`config.mk`:
```
export PLATFORM = sky130hd
export DESIGN_NAME = growing_page_bump_allocator_flat
export DESIGN_NICKNAME = d
export VERILOG_FILES = /design/src/rtl/core/gpba_pkg.sv /design/src/rtl/core/gpba_if.sv /design/src/rtl/core/growing_page_bump_allocator.sv /design/src/rtl/core/gpba_calc.sv /design/src/flat_wrapper.sv
export SDC_FILE = /design/constraint.sdc
export NUM_CORES = 1
export LEC_CHECK = 0
export ABC_AREA = 1
export BUFFER_PORTS_ARGS = -buffer_cell sky130_fd_sc_hd__clkbuf_2
export CORE_MARGIN = 3
export CORE_UTILIZATION = 25
export DETAILED_ROUTE_END_ITERATION = 16
export SLEW_MARGIN = 20
export SYNTH_ARGS = -nofsm -noshare
export SYNTH_HDL_FRONTEND = slang
export SYNTH_SLANG_ARGS = --single-unit
```
`constraint.sdc`:
```
create_clock -name clock -period 26.3 [get_ports clock]
set_input_delay 1.315 -clock clock [delete_from_list [all_inputs] [get_ports clock]]
set_output_delay 1.315 -clock clock [all_outputs]
set_load 0.005 [all_outputs]
```
`src/rtl/core/gpba_pkg.sv`:
```
// Package for the growing page bump allocator: codes, widths, state and
// result structs, and the power-of-two round-up. No dependencies.
`timescale 1ns / 1ps

package gpba_pkg;

   // Page table depth and derived widths
   localparam int MAX_PAGES   = 16;
   localparam int PAGE_CNT_W  = $clog2(MAX_PAGES + 1);
   localparam int PAGE_IDX_W  = 4;
   localparam int BYTE_W      = 32;
   localparam int CSR_IDX_W   = 1;

   localparam logic [BYTE_W-1:0] MIN_PAGE_RESET = 32'd65536;
   localparam logic [BYTE_W-1:0] MAX_PAGE_RESET = 32'd16777216;

   typedef enum logic {
      CMD_ALLOC   = 1'b0,
      CMD_RELEASE = 1'b1
   } cmd_type;

   typedef enum logic [1:0] {
      ST_OK      = 2'd0,
      ST_TOO_BIG = 2'd1,
      ST_FULL    = 2'd2
   } status_type;

   typedef enum logic [CSR_IDX_W-1:0] {
      CSR_MIN_PAGE = 1'b0,
      CSR_MAX_PAGE = 1'b1
   } csr_idx_type;

   // Allocator state: pages in use, newest page size and its fill offset
   typedef struct packed {
      logic [PAGE_CNT_W-1:0] count;
      logic [BYTE_W-1:0]     psize;
      logic [BYTE_W-1:0]     usage;
   } state_type;

   // One result word
   typedef struct packed {
      status_type            status;
      logic [PAGE_IDX_W-1:0] page_index;
      logic [BYTE_W-1:0]     begin_offset;
      logic [BYTE_W-1:0]     end_offset;
      logic [BYTE_W-1:0]     page_size;
      logic                  new_page;
   } rsp_type;

   // Round up to a power of two; zero rounds to one
   function automatic logic [BYTE_W+1:0] round_pow2(input logic [BYTE_W+1:0] v);
      logic [BYTE_W+1:0] t;
      t = v - (BYTE_W+2)'(1);
      t = t | (t >> 1);
      t = t | (t >> 2);
      t = t | (t >> 4);
      t = t | (t >> 8);
      t = t | (t >> 16);
      t = t | (t >> 32);
      if (v == '0) begin
         return (BYTE_W+2)'(1);
      end
      return t + (BYTE_W+2)'(1);
   endfunction

endpackage

```
`src/rtl/core/gpba_if.sv`:
```
// Channel interfaces of the growing page bump allocator: request, result
// and register write. Depends on gpba_pkg.
`timescale 1ns / 1ps

interface gpba_req_if;
   logic                         valid;
   logic                         ready;
   gpba_pkg::cmd_type            cmd;
   logic [gpba_pkg::BYTE_W-1:0]  size_bytes;

   modport source (output valid, cmd, size_bytes, input ready);
   modport sink   (input valid, cmd, size_bytes, output ready);
endinterface

interface gpba_rsp_if;
   logic                             valid;
   logic                             ready;
   gpba_pkg::status_type             status;
   logic [gpba_pkg::PAGE_IDX_W-1:0]  page_index;
   logic [gpba_pkg::BYTE_W-1:0]      begin_offset;
   logic [gpba_pkg::BYTE_W-1:0]      end_offset;
   logic [gpba_pkg::BYTE_W-1:0]      page_size;
   logic                             new_page;

   modport source (output valid, status, page_index, begin_offset, end_offset,
                   page_size, new_page, input ready);
   modport sink   (input valid, status, page_index, begin_offset, end_offset,
                   page_size, new_page, output ready);
endinterface

interface gpba_csr_if;
   logic                           valid;
   logic                           ready;
   gpba_pkg::csr_idx_type          index;
   logic [gpba_pkg::BYTE_W-1:0]    data;

   modport source (output valid, index, data, input ready);
   modport sink   (input valid, index, data, output ready);
endinterface

```
`src/rtl/core/growing_page_bump_allocator.sv`:
```
// Top level of the growing page bump allocator: input register, allocation
// logic, result register and page registers.
// Depends on gpba_pkg, gpba_if and gpba_calc.
//
// Usage:
//   req_ch carries one word per request: cmd (allocate or release all pages)
//   and size_bytes. rsp_ch returns exactly one word per request, in order:
//   status, page_index, begin/end offsets, page_size and new_page.
//   csr_ch writes min_page_size (index 0) and max_page_size (index 1); it is
//   always ready and must only be used while no request is in flight.
//   A request is held in the input register; its result is loaded into the
//   result register. Throughput: one request per cycle while rsp_ch is ready;
//   page state updates in the same cycle the result register loads, so the
//   next request sees it. When rsp_ch stalls, the result register holds and
//   the input register keeps one more request; req_ch.ready drops only when
//   both are full. Reset: synchronous, active high; clears all pages, empties
//   both registers and restores the default page size limits.
`timescale 1ns / 1ps

module growing_page_bump_allocator (
   input  logic       clock,
   input  logic       reset,
   gpba_req_if.sink   req_ch,
   gpba_rsp_if.source rsp_ch,
   gpba_csr_if.sink   csr_ch
);
   import gpba_pkg::*;

   logic              in_vld_ff, in_vld_in;
   cmd_type           in_cmd_ff;
   logic [BYTE_W-1:0] in_size_ff;
   logic              rsp_vld_ff, rsp_vld_in;
   rsp_type           rsp_ff;
   state_type         state_ff;
   logic [BYTE_W-1:0] min_page_ff;
   logic [BYTE_W-1:0] max_page_ff;
   rsp_type           calc_rsp;
   state_type         calc_nxt;
   logic              req_take;
   logic              adv;

   // Handshakes: advance the stage when the result slot is free or drains
   assign adv          = in_vld_ff && (!rsp_vld_ff || rsp_ch.ready);
   assign req_ch.ready = !in_vld_ff || adv;
   assign req_take     = req_ch.valid && req_ch.ready;
   assign csr_ch.ready = 1'b1;

   assign in_vld_in  = req_take ? 1'b1 : (adv ? 1'b0 : in_vld_ff);
   assign rsp_vld_in = adv ? 1'b1 : (rsp_ch.ready ? 1'b0 : rsp_vld_ff);

   gpba_calc u_calc (
      .cmd        (in_cmd_ff),
      .size_bytes (in_size_ff),
      .cur        (state_ff),
      .min_page   (min_page_ff),
      .max_page   (max_page_ff),
      .rsp        (calc_rsp),
      .nxt        (calc_nxt)
   );

   // Control: valid flags and page state
   always_ff @(posedge clock) begin
      if (reset) begin
         in_vld_ff  <= 1'b0;
         rsp_vld_ff <= 1'b0;
         state_ff   <= '0;
      end else begin
         in_vld_ff  <= in_vld_in;
         rsp_vld_ff <= rsp_vld_in;
         if (adv) begin
            state_ff <= calc_nxt;
         end
      end
   end

   // Register writes
   always_ff @(posedge clock) begin
      if (reset) begin
         min_page_ff <= MIN_PAGE_RESET;
         max_page_ff <= MAX_PAGE_RESET;
      end else if (csr_ch.valid) begin
         case (csr_ch.index)
            CSR_MIN_PAGE: min_page_ff <= csr_ch.data;
            CSR_MAX_PAGE: max_page_ff <= csr_ch.data;
            default: ;
         endcase
      end
   end

   // Payload: capture the request word, load the result word
   always_ff @(posedge clock) begin
      if (req_take) begin
         in_cmd_ff  <= req_ch.cmd;
         in_size_ff <= req_ch.size_bytes;
      end
      if (adv) begin
         rsp_ff <= calc_rsp;
      end
   end

   assign rsp_ch.valid        = rsp_vld_ff;
   assign rsp_ch.status       = rsp_ff.status;
   assign rsp_ch.page_index   = rsp_ff.page_index;
   assign rsp_ch.begin_offset = rsp_ff.begin_offset;
   assign rsp_ch.end_offset   = rsp_ff.end_offset;
   assign rsp_ch.page_size    = rsp_ff.page_size;
   assign rsp_ch.new_page     = rsp_ff.new_page;

`ifndef SYNTHESIS
   a_count_bound: assert property (@(posedge clock) disable iff (reset)
      state_ff.count <= PAGE_CNT_W'(MAX_PAGES))
      else $error("page count above table depth");

   a_usage_fits: assert property (@(posedge clock) disable iff (reset)
      state_ff.usage <= state_ff.psize)
      else $error("fill offset beyond newest page");

   a_release_clears: assert property (@(posedge clock) disable iff (reset)
      adv && (in_cmd_ff == CMD_RELEASE) |=> (state_ff.count == '0))
      else $error("release left pages behind");

   a_error_zero: assert property (@(posedge clock) disable iff (reset)
      rsp_vld_ff && (rsp_ff.status != ST_OK) |->
         (!rsp_ff.new_page && rsp_ff.page_size == '0 && rsp_ff.end_offset == '0))
      else $error("error result carries a range");

   a_new_page_origin: assert property (@(posedge clock) disable iff (reset)
      adv && calc_rsp.new_page |=> (state_ff.usage == rsp_ff.end_offset
         && rsp_ff.begin_offset == '0))
      else $error("new page range not at offset zero");
`endif

endmodule

```
`src/rtl/core/gpba_calc.sv`:
```
// Single-pass allocation logic: fit check, new page sizing, error checks
// and next state. Depends on gpba_pkg.
`timescale 1ns / 1ps

module gpba_calc (
   input  gpba_pkg::cmd_type                cmd,
   input  logic [gpba_pkg::BYTE_W-1:0]      size_bytes,
   input  gpba_pkg::state_type              cur,
   input  logic [gpba_pkg::BYTE_W-1:0]      min_page,
   input  logic [gpba_pkg::BYTE_W-1:0]      max_page,
   output gpba_pkg::rsp_type                rsp,
   output gpba_pkg::state_type              nxt
);
   import gpba_pkg::*;

   logic                  have_page;
   logic [BYTE_W:0]       sum;
   logic                  fits;
   logic [BYTE_W-1:0]     want_lo;
   logic [BYTE_W:0]       dbl;
   logic [BYTE_W:0]       want;
   logic [BYTE_W+1:0]     rounded;
   logic [BYTE_W-1:0]     newsize;
   logic                  too_big;
   logic                  full;
   logic [PAGE_CNT_W-1:0] cnt_inc;
   logic [PAGE_CNT_W-1:0] cnt_last;

   // Fit check against the newest page
   assign have_page = (cur.count != '0);
   assign sum       = {1'b0, cur.usage} + {1'b0, size_bytes};
   assign fits      = have_page && (sum <= {1'b0, cur.psize});

   // Size a new page: max of minimum, request and double, round, clamp
   assign want_lo = (size_bytes > min_page) ? size_bytes : min_page;
   assign dbl     = {cur.psize, 1'b0};
   assign want    = (have_page && (dbl > {1'b0, want_lo})) ? dbl : {1'b0, want_lo};
   assign rounded = round_pow2({1'b0, want});
   assign newsize = (rounded > {2'b00, max_page}) ? max_page : rounded[BYTE_W-1:0];

   assign too_big  = (size_bytes > newsize);
   assign full     = (cur.count >= PAGE_CNT_W'(MAX_PAGES));
   assign cnt_inc  = cur.count + PAGE_CNT_W'(1);
   assign cnt_last = cur.count - PAGE_CNT_W'(1);

   // Pick the result and the next state
   always_comb begin
      rsp = '0;
      rsp.status = ST_OK;
      nxt = cur;
      if (cmd == CMD_RELEASE) begin
         nxt = '0;
      end else if (fits) begin
         rsp.page_index   = cnt_last[PAGE_IDX_W-1:0];
         rsp.begin_offset = cur.usage;
         rsp.end_offset   = sum[BYTE_W-1:0];
         rsp.page_size    = cur.psize;
         nxt.usage        = sum[BYTE_W-1:0];
      end else if (too_big) begin
         rsp.status = ST_TOO_BIG;
      end else if (full) begin
         rsp.status = ST_FULL;
      end else begin
         rsp.page_index   = cur.count[PAGE_IDX_W-1:0];
         rsp.end_offset   = size_bytes;
         rsp.page_size    = newsize;
         rsp.new_page     = 1'b1;
         nxt.count        = cnt_inc;
         nxt.psize        = newsize;
         nxt.usage        = size_bytes;
      end
   end

endmodule
```
`src/flat_wrapper.sv`:
```
// flat-port wrapper written by rule: the top's interface ports become plain ports
module growing_page_bump_allocator_flat import gpba_pkg::*;
  (clock, reset, req_ch_valid, req_ch_cmd, req_ch_size_bytes, req_ch_ready, rsp_ch_valid, rsp_ch_status, rsp_ch_page_index, rsp_ch_begin_offset, rsp_ch_end_offset, rsp_ch_page_size, rsp_ch_new_page, rsp_ch_ready, csr_ch_valid, csr_ch_index, csr_ch_data, csr_ch_ready);
  gpba_req_if req_ch_i ();
  gpba_rsp_if rsp_ch_i ();
  gpba_csr_if csr_ch_i ();
  input  logic clock;
  input  logic reset;
  input wire logic [$bits(req_ch_i.valid)-1:0] req_ch_valid;
  input wire logic [$bits(req_ch_i.cmd)-1:0] req_ch_cmd;
  input wire logic [$bits(req_ch_i.size_bytes)-1:0] req_ch_size_bytes;
  output wire logic [$bits(req_ch_i.ready)-1:0] req_ch_ready;
  output wire logic [$bits(rsp_ch_i.valid)-1:0] rsp_ch_valid;
  output wire logic [$bits(rsp_ch_i.status)-1:0] rsp_ch_status;
  output wire logic [$bits(rsp_ch_i.page_index)-1:0] rsp_ch_page_index;
  output wire logic [$bits(rsp_ch_i.begin_offset)-1:0] rsp_ch_begin_offset;
  output wire logic [$bits(rsp_ch_i.end_offset)-1:0] rsp_ch_end_offset;
  output wire logic [$bits(rsp_ch_i.page_size)-1:0] rsp_ch_page_size;
  output wire logic [$bits(rsp_ch_i.new_page)-1:0] rsp_ch_new_page;
  input wire logic [$bits(rsp_ch_i.ready)-1:0] rsp_ch_ready;
  input wire logic [$bits(csr_ch_i.valid)-1:0] csr_ch_valid;
  input wire logic [$bits(csr_ch_i.index)-1:0] csr_ch_index;
  input wire logic [$bits(csr_ch_i.data)-1:0] csr_ch_data;
  output wire logic [$bits(csr_ch_i.ready)-1:0] csr_ch_ready;
  assign req_ch_i.valid = req_ch_valid;
  assign req_ch_i.cmd = req_ch_cmd;
  assign req_ch_i.size_bytes = req_ch_size_bytes;
  assign req_ch_ready = req_ch_i.ready;
  assign rsp_ch_valid = rsp_ch_i.valid;
  assign rsp_ch_status = rsp_ch_i.status;
  assign rsp_ch_page_index = rsp_ch_i.page_index;
  assign rsp_ch_begin_offset = rsp_ch_i.begin_offset;
  assign rsp_ch_end_offset = rsp_ch_i.end_offset;
  assign rsp_ch_page_size = rsp_ch_i.page_size;
  assign rsp_ch_new_page = rsp_ch_i.new_page;
  assign rsp_ch_i.ready = rsp_ch_ready;
  assign csr_ch_i.valid = csr_ch_valid;
  assign csr_ch_i.index = csr_ch_index;
  assign csr_ch_i.data = csr_ch_data;
  assign csr_ch_ready = csr_ch_i.ready;
  growing_page_bump_allocator u_core (.clock(clock), .reset(reset), .req_ch(req_ch_i), .rsp_ch(rsp_ch_i), .csr_ch(csr_ch_i));
endmodule
```
==> After elaboration in Yosys (flattened, before gate mapping) <==
Index checks and enable logic that the tools add are counted.
{ "totals": {"register_bits": 271, "inputBits": 71, "out_inout_bits": 106} }
{ "op_classes": {"addsub": 5, "bitwise": 8, "n_lt_le_gt_ge": 6, "muxes": 23, "reduce_logical": 19, "eq_ne": 5} }
{ "ops": {"columns": ["op", "count"], "rows": [
  ["$mux W69", 3],
  ["$mux W65", 2],
  ["$mux W32", 3],
  ["$mux W34", 2],
  ["$gt A32 B32 Y1", 2],
  ["$mux W64", 1],
  ["$mux W37", 1],
  ["$add A34 B1 Y34 const B", 1],
  ["$gt A34 B32 Y1", 1],
  ["$or A34 B18 Y34", 1],
  ["$or A34 B2 Y34", 1],
  ["$or A34 B26 Y34", 1],
  ["$or A34 B30 Y34", 1],
  ["$or A34 B32 Y34", 1],
  ["$or A34 B33 Y34", 1],
  ["$sub A33 B1 Y34 const B", 1],
  ["$add A32 B32 Y33", 1],
  ["$gt A33 B32 Y1", 1],
  ["$le A33 B32 Y1", 1],
  ["$logic_not A33 Y1", 1],
  ["$mux W33", 1],
  ["$mux W4", 3],
  ["$mux W1", 6],
  ["$ne A2 B1 Y1 const B", 3],
  ["other kinds (16)", 26]
]} }

==> Logic depth before layout (Yosys ltp) <==
{ "depth": {"depth_word": 20, "mapped_depth": 87, "ltp_nobuf": 83} }

==> Hierarchy <==
From an unflattened synthesis, not the netlist that was laid out.
{ "unflattened": {"cells_unflattened": 3155, "hier_area_um2": 21513.1} }
{ "modules_own_cells": {"columns": ["mod", "area_each_um2", "n_inst", "seq_area_each_um2", "cells_per_inst"], "rows": [
  ["gpba_calc", 12092.8, 1, 0.0, 2272],
  ["growing_page_bump_allocator", 9420.3, 1, 6786.5, 883]
]} }

==> Least setup slack after synthesis <==
No wires, ideal clock.
{ "synth_path": {"path_kind": "reg2reg", "from": "register u_core.in_size_ff[23]", "to": "register u_core.rsp_ff (netlist bit u_core.rsp_ch.page_size[10]) (data pin)", "stages_incl_launch_ff": 78, "path_buffers": 7, "required_ns": 26.147, "setup_slack_ns": 16.585, "t_arrival_ns": 9.562, "path_cell_list": "edfxtp_1 > ha_1 > nand2_1 > nor2_1 > nand4_1 > nor2_1 > nand2_1 > nand2_1 > nand2_2 > buf_4 > buf_2 > nand2_1 > o21ai_0 > ha_1 > nand2_1 > inv_1 > o21ai_1 > a21oi_1 > [... 42 more ...] > buf_2 > nand3_1 > nand2_1 > ha_1 > inv_1 > o21bai_1 > a221oi_1 > o221ai_1 > nand2_1 > o2111ai_1 > nand2_1 > nand3_1 > nand2_1 > nand3_1 > nor2_1 > clkinv_1 > clkbuf_1 > o22ai_1"} }
{ "synth_between": {"elab_chain_len": 19, "word_cells_on_any_way": 25, "cone_classes": "add/sub: 3; order compare: 5; mux: 8; bitwise: 6; reduce/logical: 3"} }
{ "synth_lines": {"columns": ["element", "line_no", "text"], "rows": [
  ["start: declaration", "growing_page_bump_allocator.sv:31", "logic [BYTE_W-1:0] in_size_ff;"],
  ["start signal: assignment", "growing_page_bump_allocator.sv:94", "in_size_ff <= req_ch.size_bytes;"],
  ["$gt A32 B32 Y1", "gpba_calc.sv:35", "assign want_lo = (size_bytes > min_page) ? size_bytes : min_page;"],
  ["$mux W32", "gpba_calc.sv:35", null],
  ["$gt A33 B32 Y1", "gpba_calc.sv:37", "assign want = (have_page && (dbl > {1'b0, want_lo})) ? dbl : {1'b0, want_lo};"],
  ["$logic_and A1 B1 Y1", "gpba_calc.sv:37", null],
  ["$mux W33", "gpba_calc.sv:37", null],
  ["$sub A33 B1 Y34", "gpba_pkg.sv:53", "t = v - (BYTE_W+2)'(1);"],
  ["$or A34 B33 Y34", "gpba_pkg.sv:54", "t = t | (t >> 1);"],
  ["$or A34 B32 Y34", "gpba_pkg.sv:55", "t = t | (t >> 2);"],
  ["[... 3 more ...]", null, null],
  ["$or A34 B2 Y34", "gpba_pkg.sv:59", "t = t | (t >> 32);"],
  ["$add A34 B1 Y34", "gpba_pkg.sv:63", "return t + (BYTE_W+2)'(1);"],
  ["$mux W34", "gpba_pkg.sv:63", null],
  ["$gt A34 B32 Y1", "gpba_calc.sv:39", "assign newsize = (rounded > {2'b00, max_page}) ? max_page : rounded[BYTE_W-1:0];"],
  ["$mux W32", "gpba_calc.sv:39", null],
  ["$gt A32 B32 Y1 or $mux W65 (tied branches)", "gpba_calc.sv:41, gpba_calc.sv:61", null],
  ["$mux W65", "gpba_calc.sv:59", "end else if (too_big) begin"],
  ["$mux W64 (*)", "gpba_calc.sv:53", "end else if (fits) begin"],
  ["end signal: assignment", "growing_page_bump_allocator.sv:97", "rsp_ff <= calc_rsp;"],
  ["end: declaration", "growing_page_bump_allocator.sv:33", "rsp_type rsp_ff;"]
]} }
Mark *: on every way between the ends. The rest lies on a longest branch, timed or not.
A chain may end at the register's enable or synchronous reset.

==> Worst setup path after layout <==
{ "layout_path": {"from": "register u_core.in_size_ff[7]", "to": "register u_core.rsp_ff (netlist bit u_core.rsp_ch.page_size[8]) (data pin)"} }
The elaborated chain is that of the path after synthesis.

==> flow_metrics.tcl <==
set metrics [dict create \
    ys.warnings.count 0 \
    drt_first_pass_iters 7 \
    initial_core_util 0.2550 \
    core_mm2 0.07671 \
    route.detailed.vias_per_inst 4.860 \
    drt-total-wl_mm 70.59 \
    insertedDiodeCount 0 \
    wp_data_arrival_ns 15.88 \
    power_density_mw_per_mm2 61.30 \
    num-nets-final 3093 \
    period_needed_ns 15.56 \
    synth-simple-area-share 0.2752 \
    synth-seq-area-share 0.3470 \
    post-place-cells 3826 \
    synth_largest_type_area_fraction 0.2088 \
    worstSetupPathType "flip-flop to flip-flop" \
    synth.top_cells.by_count "726 x sky130_fd_sc_hd__nand2_1, 321 x sky130_fd_sc_hd__inv_1, 228 x sky130_fd_sc_hd__a21oi_1" \
    register_to_register_setup_slack_ns 10.74 \
    number_of_i_o_pins 177 \
    clkSlewWorstSetupHoldPaths_ns 0.06 \
    layout-drive-gt1-share 0.1125 \
    final_antenna_net_count 0 \
    grt_usage 0.1657 \
    slowest_stage "sky130_fd_sc_hd__nand2_2" \
    first_global_vias 17265 \
    path_max_fanout 63 \
    fin_skew_ns 0.02593 \
    cts_resized 0 \
    die_y_um 285.7 \
    power.total_w 0.001366 \
    cp-end-kind "flip-flop" \
    synth.most_common_cell "sky130_fd_sc_hd__nand2_1" \
    cts.sinks 271 \
    grt_max_degree 69 \
    vdd.ir_drop.worst_uv 43.00 \
    avgRoutedWirePerCell_um 18.22 \
    synthDistinctLibCells 52 \
    gpl_congestion 0.9513 \
    grt_pass1_wl_mm 105.8 \
    routed-via-count 18831 \
    outcome "completed" \
    number_of_setup_violations_in_the_final_report 0 \
    clock_latency_on_the_worst_skew_pair_ns 0.57 \
    synth_top_family_by_area "simple AND/OR/NAND/NOR gates" \
    global_route.overflow_total 0 \
    yosys_register_bits 271 \
    slew_violations 0 \
    timing_hold_violations_final 0 \
    most_used_cell_along_the_critical_path "sky130_fd_sc_hd__nand2_1" \
    clock_tree_from_tritoncts "built" \
    post_synthesis_compound_gate_area_fraction 0.1451 \
    cts_hold_repair.buffers 0 \
    fp.dieArea_mm2 0.08163 \
    drv.max_cap_violation_count 0 \
    leakage_nw 9.827 \
    postLayoutCellArea_mm2 0.02228 \
    post-dp-hpwl_mm 56.39 \
    preCtsSetupSlack_ns 11.38 \
    xor_and_xnor_fraction_of_the_mapped_netlist_area 0.01836 \
    synth.area.top_cells "sky130_fd_sc_hd__edfxtp_1 21%, sky130_fd_sc_hd__nand2_1 14%, sky130_fd_sc_hd__dfxtp_1 14%" \
    cts_root_buffer "sky130_fd_sc_hd__clkbuf_16" \
    placement.cell_area_mm2 0.02138 \
    drt-initial-drc-count 1697 \
    instances_no_fill 3875 \
    finalSetupTns_ns 0 \
    max_freq_ghz 0.06427 \
    syn_nets 2972 \
    async_reset_ff_frac 0 \
    grt_antenna_before_repair 1 \
    tightestPinTransition_ns 1.005 \
    period_share 0.5916 \
    syn_area_per_cell_um2 7.234 \
    cts_max_level 1 \
    die_width_um 285.7 \
    holdCritStartpoint "u_core.max_page_ff[24]" \
    rsz_0062_raised_after_global_routing "false" \
    netlist_instances 2704 \
    row_count 101 \
    synth.mux.area_fraction 0 \
    worstPathRequired_ns 26.62 \
    synth_fa_ha_area_frac 0.1264 \
    yosysTopAreaCell "sky130_fd_sc_hd__edfxtp_1" \
    synth_edf_count 136 \
    startpoint "u_core.in_size_ff[7]" \
    worst_slack_ns 10.74 \
    cts-root-to-sink-buffers 3 \
    drc 0 \
    cts_buf_count 27 \
    syn_to_final_growth_pct 13.91 \
    critPathLaunchType "flip-flop" \
    cts_setup_buffers 0 \
    port_buffers 175 \
    cp_slowest_stage_delay_ns 0.79 \
    relSlewSlack 0.3277 \
    ys.flop_type "sky130_fd_sc_hd__edfxtp_1" \
    min-delay-path-class "flip-flop to flip-flop" \
    rr_startpoint "u_core.in_size_ff[7]" \
    syn-cell-area_mm2 0.01956 \
]
registers in the layout (all words and copies together), names as in the netlist, 2 cells and up:
| name | cells |
|---|---|
| u_core.in_size_ff | 32 |
| u_core.state_ff | 69 |
| u_core.min_page_ff | 32 |
| u_core.max_page_ff | 32 |
| u_core.rsp_ch.end_offset | 32 |
| u_core.rsp_ch.page_index | 4 |
| u_core.rsp_ch.begin_offset | 32 |
| u_core.rsp_ch.status | 2 |
| u_core.rsp_ch.page_size | 32 |
per-layer routing:
metal  vias up  wire [um]  part of all wire  global-route usage
met2       655      30940              0.44              0.2602
met5         -          8           0.00011                   0
met1      8785      33700              0.48              0.2442
met4         2       1576             0.022             0.03467
met3        94       4363             0.062             0.01793
li1       9295          -                 -                   -
power breakdown:
group,switching (W),internal [W]
sequential,0.0000189,0.000477
clock,0.000178,0.000222
combinational,0.000330,0.000140
total,0.000527,0.000839
cells in the final DEF, fill, tap and decap left out, drive strengths merged, types with 2 or more instances in the layout:
master / n
nand3b: 5
a221oi: 3
nand3: 218
edfxtp: 136
nand4: 28
o22ai: 60
clkinvlp: 3
a31oi: 10
o211ai: 5
a211oi: 8
xnor2: 14
nor4: 6
nor3: 11
xor2: 27
o221ai: 2
buf: 16
ha: 196
dfxtp: 135
inv: 331
a21o: 6
nor2: 232
a21oi: 228
a21boi: 4
a31o: 2
o21a: 4
o21bai: 5
bufinv: 2
o2111ai: 4
clkbuf: 207
o21ai: 175
nand2: 743
clkinv: 10
metrics by stage:
step | util | hold WS (ns)
2_1_floorplan | - | 0.4460
3_3_place_gp | 0.2788 | 0.4608
3_5_place_dp | 0.2788 | 0.4640
4_1_cts | 0.2905 | 0.4807
5_1_grt | 0.2905 | 0.5122
6_report | 0.2905 | 0.4755
layout make-up:
class	instances	area, um^2
repair buffers	191	996.0
clock inverters	17	161.4
flip-flops and latches	271	6787
well taps	1030	1289
multi-input cells	2005	11070
clock buffers	32	735.7
inverters	329	1237
fillers	8420	54430
worst max-delay path, delay by kind of cell, from the launching register on:
kind	cells	cell delay (ns)
flops	1	0.54
compound gates	7	1.34
buf+inv	9	2.21
simple gates	45	8.97
fa+ha+maj	6	2.19
cell families (layout without fill, tap and decap cells):
family | count (synthesis) | count (layout)
compound gates | 520 | 520
flops | 271 | 271
simple gates | 1246 | 1246
xor+xnor | 41 | 41
fa+ha+maj | 197 | 197
other cells | 1 | 1
buf+inv | 428 | 569
path summary, 6_finish.rpt:
kind / cells past startpoint / to
max reg2reg: 67 / u_core.rsp_ch.page_size[8]
max: 67 / u_core.rsp_ch.page_size[8]
min reg2reg: 2 / u_core.max_page_ff[24]
min: 2 / u_core.max_page_ff[24]
Power figures use the tool's default switching activity.
